<file path="src/hw/rtl/nslog_pkg.sv">
`timescale 1ns / 1ps
// ----------------------------------------------------------------------------
// nslog_pkg
// shared constants, codes and types of the changed namespace list log
// ----------------------------------------------------------------------------
package nslog_pkg;

    localparam int CAPACITY    = 1024;
    localparam int MODE_W      = 2;
    localparam int NSID_W      = 32;
    localparam int WINDOW_W    = 16;
    localparam int RANK_W      = 10;
    localparam int POS_W       = 12;
    localparam int IDX_W       = (CAPACITY > 1) ? $clog2(CAPACITY) : 1;
    localparam int COUNT_W     = $clog2(CAPACITY + 1);
    localparam int END_W       = WINDOW_W + 1;
    localparam int LIMIT_W     = 13;
    localparam int AT_W        = RANK_W + 2;
    localparam int RANKCMP_W   = RANK_W + 1;

    localparam logic [LIMIT_W-1:0] LOG_LIMIT   = LIMIT_W'(4096);
    localparam logic [END_W-1:0]   ENTRY_BYTES = END_W'(4);
    localparam logic [NSID_W-1:0]  NSID_EVERY  = '1;

    localparam logic [MODE_W-1:0] MODE_APPEND = 2'd0;
    localparam logic [MODE_W-1:0] MODE_READ   = 2'd1;
    localparam logic [MODE_W-1:0] MODE_FINISH = 2'd2;

    // eight-way registered reduction tree over the cell row
    localparam int TREE_FANIN  = 8;
    localparam int TREE_LEVELS = (IDX_W + 2) / 3;
    localparam int TREE_LEAVES = 1 << (3 * TREE_LEVELS);
    localparam int WAIT_W      = (TREE_LEVELS > 1) ? $clog2(TREE_LEVELS) : 1;

    function automatic int tree_base(input int level);
        int b;
        b = 0;
        for (int m = 1; m < level; m++)
        begin
            b = b + (TREE_LEAVES >> (3 * m));
        end
        return b;
    endfunction

    localparam int TREE_NODES = tree_base(TREE_LEVELS + 1);

    typedef struct packed {
        logic              hit;
        logic [NSID_W-1:0] data;
    } node_t;

    typedef struct packed {
        logic [NSID_W-1:0]  nsid;
        logic [COUNT_W-1:0] count;
        logic [RANK_W-1:0]  rank;
        logic               insert;
    } cell_ctl_t;

endpackage

</file>
<file path="src/hw/rtl/nslog_cell.sv">
`timescale 1ns / 1ps
// ----------------------------------------------------------------------------
// nslog_cell
// one slot of the sorted identifier row with compare, shift and select
// ----------------------------------------------------------------------------
module nslog_cell (
    input  logic                          clk,
    input  nslog_pkg::cell_ctl_t          ctl,
    input  logic [nslog_pkg::IDX_W-1:0]   idx,
    input  logic [nslog_pkg::NSID_W-1:0]  left_value,
    input  logic                          left_gt,
    output logic [nslog_pkg::NSID_W-1:0]  value,
    output logic                          gt,
    output nslog_pkg::node_t              leaf
);

    logic [nslog_pkg::NSID_W-1:0] value_reg;
    logic [nslog_pkg::NSID_W-1:0] value_next;
    logic                         occupied;
    logic                         sel;

    assign occupied = nslog_pkg::COUNT_W'(idx) < ctl.count;
    assign gt       = !occupied || (value_reg > ctl.nsid);
    assign sel      = nslog_pkg::RANK_W'(idx) == ctl.rank;
    assign value    = value_reg;

    assign leaf.hit  = occupied && (value_reg == ctl.nsid);
    assign leaf.data = sel ? value_reg : '0;

    // insert: first larger slot takes the new id, the rest shift right
    always_comb
    begin
        value_next = value_reg;
        if (ctl.insert && gt)
        begin
            value_next = left_gt ? left_value : ctl.nsid;
        end
    end

    always_ff @(posedge clk)
    begin
        value_reg <= value_next;
    end

endmodule

</file>
<file path="config.mk">
export PLATFORM = sky130hd
export DESIGN_NAME = nslog_cell
export DESIGN_NICKNAME = d
export VERILOG_FILES = /design/src/hw/rtl/nslog_pkg.sv /design/src/hw/rtl/nslog_cell.sv
export SDC_FILE = /design/constraint.sdc
export NUM_CORES = 1
export LEC_CHECK = 0
export ABC_AREA = 1
export BUFFER_PORTS_ARGS = -buffer_cell sky130_fd_sc_hd__buf_2
export CORE_MARGIN = 4
export CORE_UTILIZATION = 35
export CTS_CLUSTER_SIZE = 10
export DETAILED_ROUTE_END_ITERATION = 7
export GPL_ROUTABILITY_DRIVEN = 0
export PLACE_DENSITY = 0.67
export SYNTH_ARGS = -nofsm -noshare
export SYNTH_HDL_FRONTEND = slang
export SYNTH_SLANG_ARGS = --single-unit
</file>
<file path="constraint.sdc">
create_clock -name clk -period 3.74 [get_ports clk]
set_input_delay 0.748 -clock clk [delete_from_list [all_inputs] [get_ports clk]]
set_output_delay 0.748 -clock clk [all_outputs]
set_load 0.03 [all_outputs]
</file>
# ---- Yosys cells after proc, flatten, opt, wreduce, memory -nomap -nowiden
# Cells that the tools add are included.
# W data, S select, Z words.
dict set report op_classes {
  magnitude_cmp 2
  n_eq_ne 2
  n_mux 2
  reduce_logical 4
}
# cell count
set ops {}
lappend ops {{$mux W32} 2}
lappend ops {{$eq A32 B32 Y1} 1}
lappend ops {{$gt A32 B32 Y1} 1}
lappend ops {{$lt A10 B11 Y1} 1}
lappend ops {{$eq A10 B10 Y1} 1}
lappend ops {{$logic_and A1 B1 Y1} 2}
lappend ops {{$logic_not A1 Y1} 1}
lappend ops {{$logic_or A1 B1 Y1} 1}
dict set report word_totals {
  register_bits 32
  out_inout_bits 66
  elab_cells 11
}

# ---- Depth between registers and ports, before layout
# Gate-level depths: netlist of run 1.
dict set report logic_depth {
  word_depth 4
  ltp_mapped 15
  mapped_depth_nobuf 15
}

# ---- Worst setup path after synthesis of run 1
# Ideal clock, no wire load.
dict set report synth_timing {
  path_kind {in2reg}
  start {in ctl[53] (netlist bit)}
  end {reg value_reg, in the netlist value[0], enable pin}
  setup_ns 0.421
  arrival_time_ns 3.062
  required_time_ns 3.319
  slack_ns 0.256
  cell_stages 10
  n_path_buf 0
  cell_sequence {inv_1 ha_1 nand2_1 nor2_1 nand4_1 nor3_1 nand2_1 nand2_1 nand2_1 nor2_1}
}
dict set report synth_via {
  elab_chain_cells 3
}
# item line
set synth_rtl {}
lappend synth_rtl {{start: declaration} nslog_cell.sv:8} ;# input nslog_pkg::cell_ctl_t ctl,
lappend synth_rtl {{$gt A32 B32 Y1} nslog_cell.sv:23} ;# assign gt = !occupied || (value_reg > ctl.nsid);
lappend synth_rtl {{$logic_or A1 B1 Y1} nslog_cell.sv:23}
lappend synth_rtl {{$logic_and A1 B1 Y1} nslog_cell.sv:34} ;# if (ctl.insert && gt)
lappend synth_rtl {{end signal: assignment} nslog_cell.sv:42} ;# value_reg <= value_next;
lappend synth_rtl {{end: declaration} nslog_cell.sv:17} ;# logic [nslog_pkg::NSID_W-1:0] value_reg;
# No other way between the ends.
# A chain may end at the register's enable or synchronous reset.

# ---- Final worst setup path of run 1
dict set report layout_timing {
  start {in ctl[53] (netlist bit)}
  end {out gt}
}
dict set report layout_via {
  elab_chain_cells 2
}
# item line
set layout_rtl {}
lappend layout_rtl {{$gt A32 B32 Y1} nslog_cell.sv:23}
lappend layout_rtl {{$logic_or A1 B1 Y1} nslog_cell.sv:23}
lappend layout_rtl {{end: declaration} nslog_cell.sv:13} ;# output logic gt,
# No other way between the ends.

==> impl_metrics.py, run 1 <==
metrics = {
    "synth": {
        "netlist.area_leader.share_pct": 33.0,
        "synth_seq_cells": 32,
        "synth.cell_area_um2": 2910,
        "synthesis.nets": 523,
        "synthesis.yosys.warnings": 0,
        "syn-instance-count": 384,
        "distinct_cell_type_count_of_the_synthesized_netlist": 23,
        "post_synth_main_area_contributors": "edfxtp_1 (33%), ha_1 (18%), inv_1 (12%)",
        "synthesis.area_per_instance_um2": 7.58,
        "yosysSeqAreaShare_pct": 33.0,
        "synth.largest_area_cell": "edfxtp_1",
    },
    "finish": {
        "layout.cells.most_common": "buf_2",
        "flip_flop_count_of_the_largest_register_all_copies_and_words_added": 32,
        "highest_count_cells_in_the_layout_ignoring_fill_and_taps": "buf_2 (163), inv_1 (93), nand2_1 (85)",
        "area_growth_pct": 35.3,
        "antenna_cells": 0,
        "finish.net_count": 685,
        "drive_above_1_share_pct": 37.7,
        "postLayoutCellArea_um2": 3940,
    },
    "setup_path": {
        "worstSetupEndpointType": "output pin",
        "timing.rr.start": "value[31]",
        "r2r_slack_ns": 1.17,
        "timing.reg2reg.worst_path_depth": 10,
        "worst_r2r_endpoint": "value[24]",
        "path_cells": "buf_2 > inv_1 > ha_1 > nand2_1 > nor2_1 > nand4_1 > nor3_1 > nand3_1 > nand2_1 > inv_1 > buf_2",
        "crit_required_ns": 2.99,
        "timing.critical_path.slowest_stage_cell": "ha_1",
        "cp_max_fo": 2,
        "startpoint_type": "input port",
        "data_arrival_time_at_the_worst_slack_endpoint_ns": 2.29,
        "criticalPathCategory": "input port to output pin",
        "cp_slowest_stage_delay_ns": 0.29,
        "critPathLaunch": "ctl[53]",
    },
    "cts": {
        "clkTransAtPathRegs_ns": 0.07,
        "post_cts_hold_buffer_count": 0,
        "h-tree-depth": 2,
        "cts_max_path_buffers": 2,
        "cts_setup_buffers": 0,
        "worst_skew_pair.late_latency_ns": 0.28,
        "tritoncts": "built",
        "clockRootBuffer": "clkbuf_8",
        "cts-buffers-inserted": 5,
        "post_cts_resized": 0,
        "tritoncts_num_sinks": 32,
    },
    "run_status": {
        "status": "finished, final reports clean",
    },
    "place": {
        "placed_cell_areas_um2": 3830,
        "detailed_placement_wirelength_estimate_mm": 6.46,
        "placement.setup.worst_slack_ns": 0.654,
        "port_buffers": 163,
    },
    "hold_path": {
        "whs_path_depth": 3,
        "hold_path_start": "left_value[20]",
        "hold_path_class": "input port to register",
        "worst_hold_path.endpoint": "value[20]",
    },
    "power_and_ir_drop": {
        "power.ir.vdd_worst_uv": 162,
        "leakage_power_nw": 2.31,
        "powerDensity_nw_per_um2": 292,
    },
    "global_route": {
        "overflow": 0,
        "grt_first_pass_wirelength_mm": 12.2,
        "grt_util_all_layers_pct": 15.1,
        "grt_antenna_before_repair": 0,
        "grt_start_max_net_pins": 64,
        "first_global_vias": 2752,
    },
    "drt": {
        "detail_route.vias_per_cell": 4.30,
        "detailroute.via_count": 2789,
        "drc_errors": 0,
        "wire_length_per_cell_after_detailed_routing_um": 11.7,
        "drt.antenna.violating_nets": 0,
        "drt_iter0_markers": 43,
        "drt_first_pass_iters": 4,
        "drt-total-wl_mm": 7.62,
    },
    "run": {
        "max_cap_viol_count": 0,
    },
    "timing": {
        "final_max_slew_violation_count": 0,
        "hold_viol_final": 0,
        "worstMarginPinSlew_ns": 0.950,
        "timing.slew.headroom_pct": 36.6,
        "final_period_minus_worst_setup_slack_ns": 3.04,
        "grt_setup_unrepaired": "false",
        "setup_viol": 0,
        "final_cycle_share_pct": 81.3,
        "finalWorstSetupSlack_ns": 0.698,
        "max_freq_mhz": 329,
        "setup_tns_ns": 0,
        "final.setup_skew_ns": 0.00958,
    },
    "floorplanning": {
        "fp.dieArea_um2": 9840,
        "initial_core_util_pct": 36.9,
        "top_level_ports": 164,
        "fp.coreArea_um2": 7890,
        "row_count": 32,
        "die_w_um": 99.2,
        "die_y_um": 99.2,
    },
}
[synthesized netlist by cell type]
master    count
xor2_1        4
nor3_1        1
nor2_4        2
nand3_1       4
edfxtp_1     32
xnor2_1       5
o21ai_0      33
nor2_2       28
inv_1        93
nand4_1       2
nand2_1      85
mux2_2        1
and3_1        1
nor3_2        1
o21a_1        1
a21oi_1      17
clkbuf_1      7
nand4_4       1
a21o_1        1
o21ai_1       1
nor2_1       20
ha_1         41
buf_6         3
[how the worst max path moves through the flow]
| stage | end | depth (start not counted) |
|---|---|---|
| after floorplan | value[0] | 10 |
| after global placement | gt | 11 |
| after detailed placement | gt | 11 |
| after CTS | gt | 11 |
| after global routing | gt | 11 |
| final | gt | 11 |
[worst max-delay path: cells and delay by family]
family	cells	cell delay [ns]
buffers and inverters	4	0.33
AND/OR/NAND/NOR	6	0.93
adder cells (fa/ha/maj)	1	0.29
[cell type report]
class / instances / area, um^2
clock buffers: 6 / 72.6
flip-flops and latches: 32 / 961
inverters: 93 / 349
repair buffers: 165 / 843
multi-input cells: 249 / 1550
fillers: 802 / 3950
clock inverters: 2 / 35.0
well taps: 102 / 128
[routing by layer]
layer  global-route usage [%]  share of wire [%]
met1                     18.2                 43
met2                     26.5                 48
met4                     3.99                1.2
met3                     4.00                7.7
met5                        0                  0
[metrics by stage]
stage	hold slack, ns	util, %	total power [W]	instances
after floorplan	0.935	-	0.000701	384
after global placement	1.03	48.5	0.000829	641
after detailed placement	1.03	48.5	0.000837	641
after CTS	0.736	49.9	0.00117	649
after global routing	0.742	49.9	0.00123	649
final	0.745	49.9	0.00115	649
[cells by family after synthesis]
logic type,Yosys count,share of synthesized area (%)
fa+ha+maj,41,17.6
xor+xnor,9,2.71
flops,32,33.0
buf+inv,103,14.1
compound gates,53,9.29
simple gates,145,22.9
mux,1,0.387
[power by group]
part / total (W) / internal [W] / switching, W
Sequential: 0.000464 / 0.000439 / 0.0000248
Combinational: 0.000359 / 0.000137 / 0.000223
Clock: 0.000328 / 0.000198 / 0.000130
(Power assumes the default switching activity.)
==> run 2: changes to the inputs <==
--- a/config.mk
+++ b/config.mk
@@ -5,14 +5,14 @@
 export SDC_FILE = /design/constraint.sdc
 export NUM_CORES = 1
 export LEC_CHECK = 0
-export ABC_AREA = 1
+export ABC_AREA = 0
 export BUFFER_PORTS_ARGS = -buffer_cell sky130_fd_sc_hd__buf_2
 export CORE_MARGIN = 4
 export CORE_UTILIZATION = 35
 export CTS_CLUSTER_SIZE = 10
 export DETAILED_ROUTE_END_ITERATION = 7
 export GPL_ROUTABILITY_DRIVEN = 0
-export PLACE_DENSITY = 0.67
+export PLACE_DENSITY = 0.71
 export SYNTH_ARGS = -nofsm -noshare
 export SYNTH_HDL_FRONTEND = slang
 export SYNTH_SLANG_ARGS = --single-unit
==> constraint.sdc (replaced) <==
create_clock -name clk -period 2.5 [get_ports clk]
set_input_delay 0.5 -clock clk [delete_from_list [all_inputs] [get_ports clk]]
set_output_delay 0.5 -clock clk [all_outputs]
set_load 0.03 [all_outputs]
==> run 2 against run 1 <==
The run now ends with setup timing left. Routed wire length increased by 23%. Area after synthesis fell by 8.5%. Sequential cell count unchanged. Register-to-register slack got worse by 1.3 ns. Core utilization increased by 13 points. Non-clock buffer count grew 61. Die area shrank 7.8%. Clock power rose by 14%. Hold slack got worse by 0.25 ns. Worst setup slack worse by 1.1 ns. Sequential share of layout area shrank 3.4 points. Count of clock-buffer cells in the layout fell by 1. Critical path type is now register to output pin. Largest cell class unchanged. Highest routed layer unchanged.
==> impl_metrics.py, run 2 <==
metrics = {
    "run_status": {
        "status": "finished with violations",
        "violations": "setup timing",
    },
    "drt": {
        "drc_errors": 0,
        "detail_route.vias_per_cell": 4.82,
        "drt_first_pass_iters": 4,
        "drt.antenna.violating_nets": 0,
        "detailroute.via_count": 2992,
        "wire_length_per_cell_after_detailed_routing_um": 15.1,
        "drt_iter0_markers": 91,
        "drt-total-wl_mm": 9.40,
    },
    "power_and_ir_drop": {
        "power.ir.vdd_worst_uv": 238,
        "totalPowerFinal_w": 0.00179,
        "leakage_power_nw": 2.36,
        "powerDensity_nw_per_um2": 390,
    },
    "finish": {
        "flip_flop_count_of_the_largest_register_all_copies_and_words_added": 32,
        "postLayoutCellArea_um2": 4580,
        "highest_count_cells_in_the_layout_ignoring_fill_and_taps": "buf_2 (149), buf_4 (57), inv_1 (41)",
        "antenna_cells": 0,
        "layout.cells.non_filler": 621,
        "area_growth_pct": 72.1,
        "layout.cells.most_common": "buf_2",
        "number_of_fill_cells": 623,
        "finish.net_count": 661,
        "drive_above_1_share_pct": 52.9,
    },
    "place": {
        "detailed_placement_wirelength_estimate_mm": 6.79,
        "place_inst": 597,
        "port_buffers": 163,
        "placed_cell_areas_um2": 4040,
        "placement.setup.worst_slack_ns": -0.393,
    },
    "timing": {
        "final_cycle_share_pct": 115,
        "timing.slew.headroom_pct": 54.8,
        "hold_viol_final": 0,
        "setup_tns_ns": -1.77,
        "final_max_slew_violation_count": 0,
        "worstMarginPinSlew_ns": 0.678,
        "setup_viol": 34,
        "grt_setup_unrepaired": "true",
        "final_period_minus_worst_setup_slack_ns": 2.88,
        "finalWorstSetupSlack_ns": -0.381,
        "final.setup_skew_ns": 0.00728,
        "max_freq_mhz": 347,
    },
    "floorplanning": {
        "row_count": 31,
        "top_level_ports": 164,
        "fp.dieArea_um2": 9070,
        "fp.coreArea_um2": 7330,
        "die_w_um": 95.2,
        "initial_core_util_pct": 36.3,
        "die_y_um": 95.2,
    },
    "global_route": {
        "grt_first_pass_wirelength_mm": 13.1,
        "grt_util_all_layers_pct": 18.4,
        "grt_antenna_before_repair": 0,
        "first_global_vias": 2873,
        "grt_start_max_net_pins": 44,
        "overflow": 0,
    },
    "cts": {
        "cts_max_path_buffers": 2,
        "tritoncts": "built",
        "clkTransAtPathRegs_ns": 0.07,
        "cts-buffers-inserted": 5,
        "clockRootBuffer": "clkbuf_8",
        "h-tree-depth": 2,
        "worst_skew_pair.late_latency_ns": 0.28,
        "tritoncts_num_sinks": 32,
    },
    "synth": {
        "synth_seq_cells": 32,
        "synth.largest_area_cell": "edfxtp_1",
        "ys.flop_type": "edfxtp_1",
        "synth_edf_count": 32,
        "synth.cell_area_um2": 2660,
        "post_synth_main_area_contributors": "edfxtp_1 (36%), ha_1 (19%), and2_1 (7.5%)",
        "synthesis.nets": 435,
        "syn-instance-count": 296,
        "async_flop_share_pct": 0,
        "distinct_cell_type_count_of_the_synthesized_netlist": 32,
        "yosysSeqAreaShare_pct": 36.1,
        "ys_top_cells_by_count": "ha_1 (41), inv_1 (41), nand2_1 (37)",
        "synthesis.yosys.warnings": 0,
        "netlist.area_leader.share_pct": 36.1,
        "synthesis.area_per_instance_um2": 9.00,
    },
    "setup_path": {
        "r2r_slack_ns": -0.10,
        "data_arrival_time_at_the_worst_slack_endpoint_ns": 2.38,
        "timing.critical_path.slowest_stage_cell": "a2111oi_1",
        "startpoint_type": "register",
        "critPathBufInv": 1,
        "timing.rr.start": "value[15]",
        "cp_slowest_stage_delay_ns": 0.51,
        "timing.reg2reg.worst_path_depth": 7,
        "critPathLaunch": "value[15]",
        "criticalPathCategory": "register to output pin",
        "crit_path_frequent_cell": "a21oi_1",
        "cp_top_family": "compound AO/OA/AOI/OAI gates",
        "cp_max_fo": 4,
        "crit_required_ns": 2.00,
        "path_cells": "ha_1 > nand4_1 > a2111oi_1 > a21oi_1 > a21oi_1 > or3_4 > buf_6",
        "worstSetupEndpointType": "output pin",
        "worst_r2r_endpoint": "value[15]",
    },
    "hold_path": {
        "hold_path_class": "input port to register",
        "worst_hold_path.endpoint": "value[30]",
        "whs_path_depth": 3,
        "hold_path_start": "left_value[30]",
    },
    "run": {
        "max_cap_viol_count": 0,
    },
}
-- run 2: logic make-up (layout without fill, tap and decap cells) --
logic type	count (synthesis)	in the layout	share of synthesized area [%]
compound gates	66	69	14.6
xor+xnor	10	10	3.29
fa+ha+maj	41	41	19.3
buf+inv	51	274	7.19
flops	32	32	36.1
mux	1	1	0.423
simple gates	95	95	19.1
-- run 2: worst register-to-register path, cell delays in order (launching register included) --
cell and delay [ns]:
edfxtp_1 0.40, ha_1 0.32, nand4_1 0.26, a2111oi_1 0.51, a21oi_1 0.12, a21oi_1 0.21
buf_4 0.19, o31a_2 0.28
-- run 2: what timing repair did --
action | CTS | global route
resized for setup | 20 | 56
pin swaps | 13 | 12
gates cloned | 3 | 2
hold buffers | 0 | 0
endpoints found under the setup margin | 34 | 41
setup buffers | 7 | 5
-- run 2: cell type report --
class                   count  area, um^2  share of cell area, %
clock buffers               5        68.8                   1.50
well taps                  99         124                   2.70
flip-flops and latches     32         961                   21.0
inverters                  41         154                   3.36
clock inverters             2        7.51                  0.164
multi-input cells         216        1860                   40.5
repair buffers            226        1410                   30.8
-- run 2: how the worst max path moves through the flow --
stage / to / slack (ns) / cells after the start
2_1_floorplan: gt / -0.04 / 6
3_3_place_gp: gt / -0.36 / 10
3_5_place_dp: value[9] / -0.39 / 9
4_1_cts: gt / -0.33 / 7
5_1_grt: gt / -0.40 / 7
6_report: gt / -0.38 / 7
-- run 2: layer usage --
| metal | up-vias | track usage [%] | routed length [um] |
|---|---|---|---|
| met5 | - | 0 | 0 |
| met4 | 0 | 4.33 | 53 |
| met3 | 7 | 3.79 | 741 |
| met2 | 116 | 33.4 | 4720 |
| met1 | 1380 | 22.1 | 3890 |
| li1 | 1489 | - | - |
-- run 2: power breakdown --
| part | internal, W | total (W) | leakage [nW] | switching, W |
|---|---|---|---|---|
| sequential | 0.000656 | 0.000690 | 0.303 | 0.0000345 |
| combinational | 0.000344 | 0.000721 | 2.02 | 0.000377 |
| clock | 0.000184 | 0.000375 | 0.0391 | 0.000192 |
-- run 2: stage by stage --
step | hold slack [ns] | utilization, %
after floorplan | 0.687 | -
after global placement | 0.777 | 55.1
after detailed placement | 0.779 | 55.1
after CTS | 0.478 | 59.0
after global routing | 0.498 | 62.5
final | 0.490 | 62.5
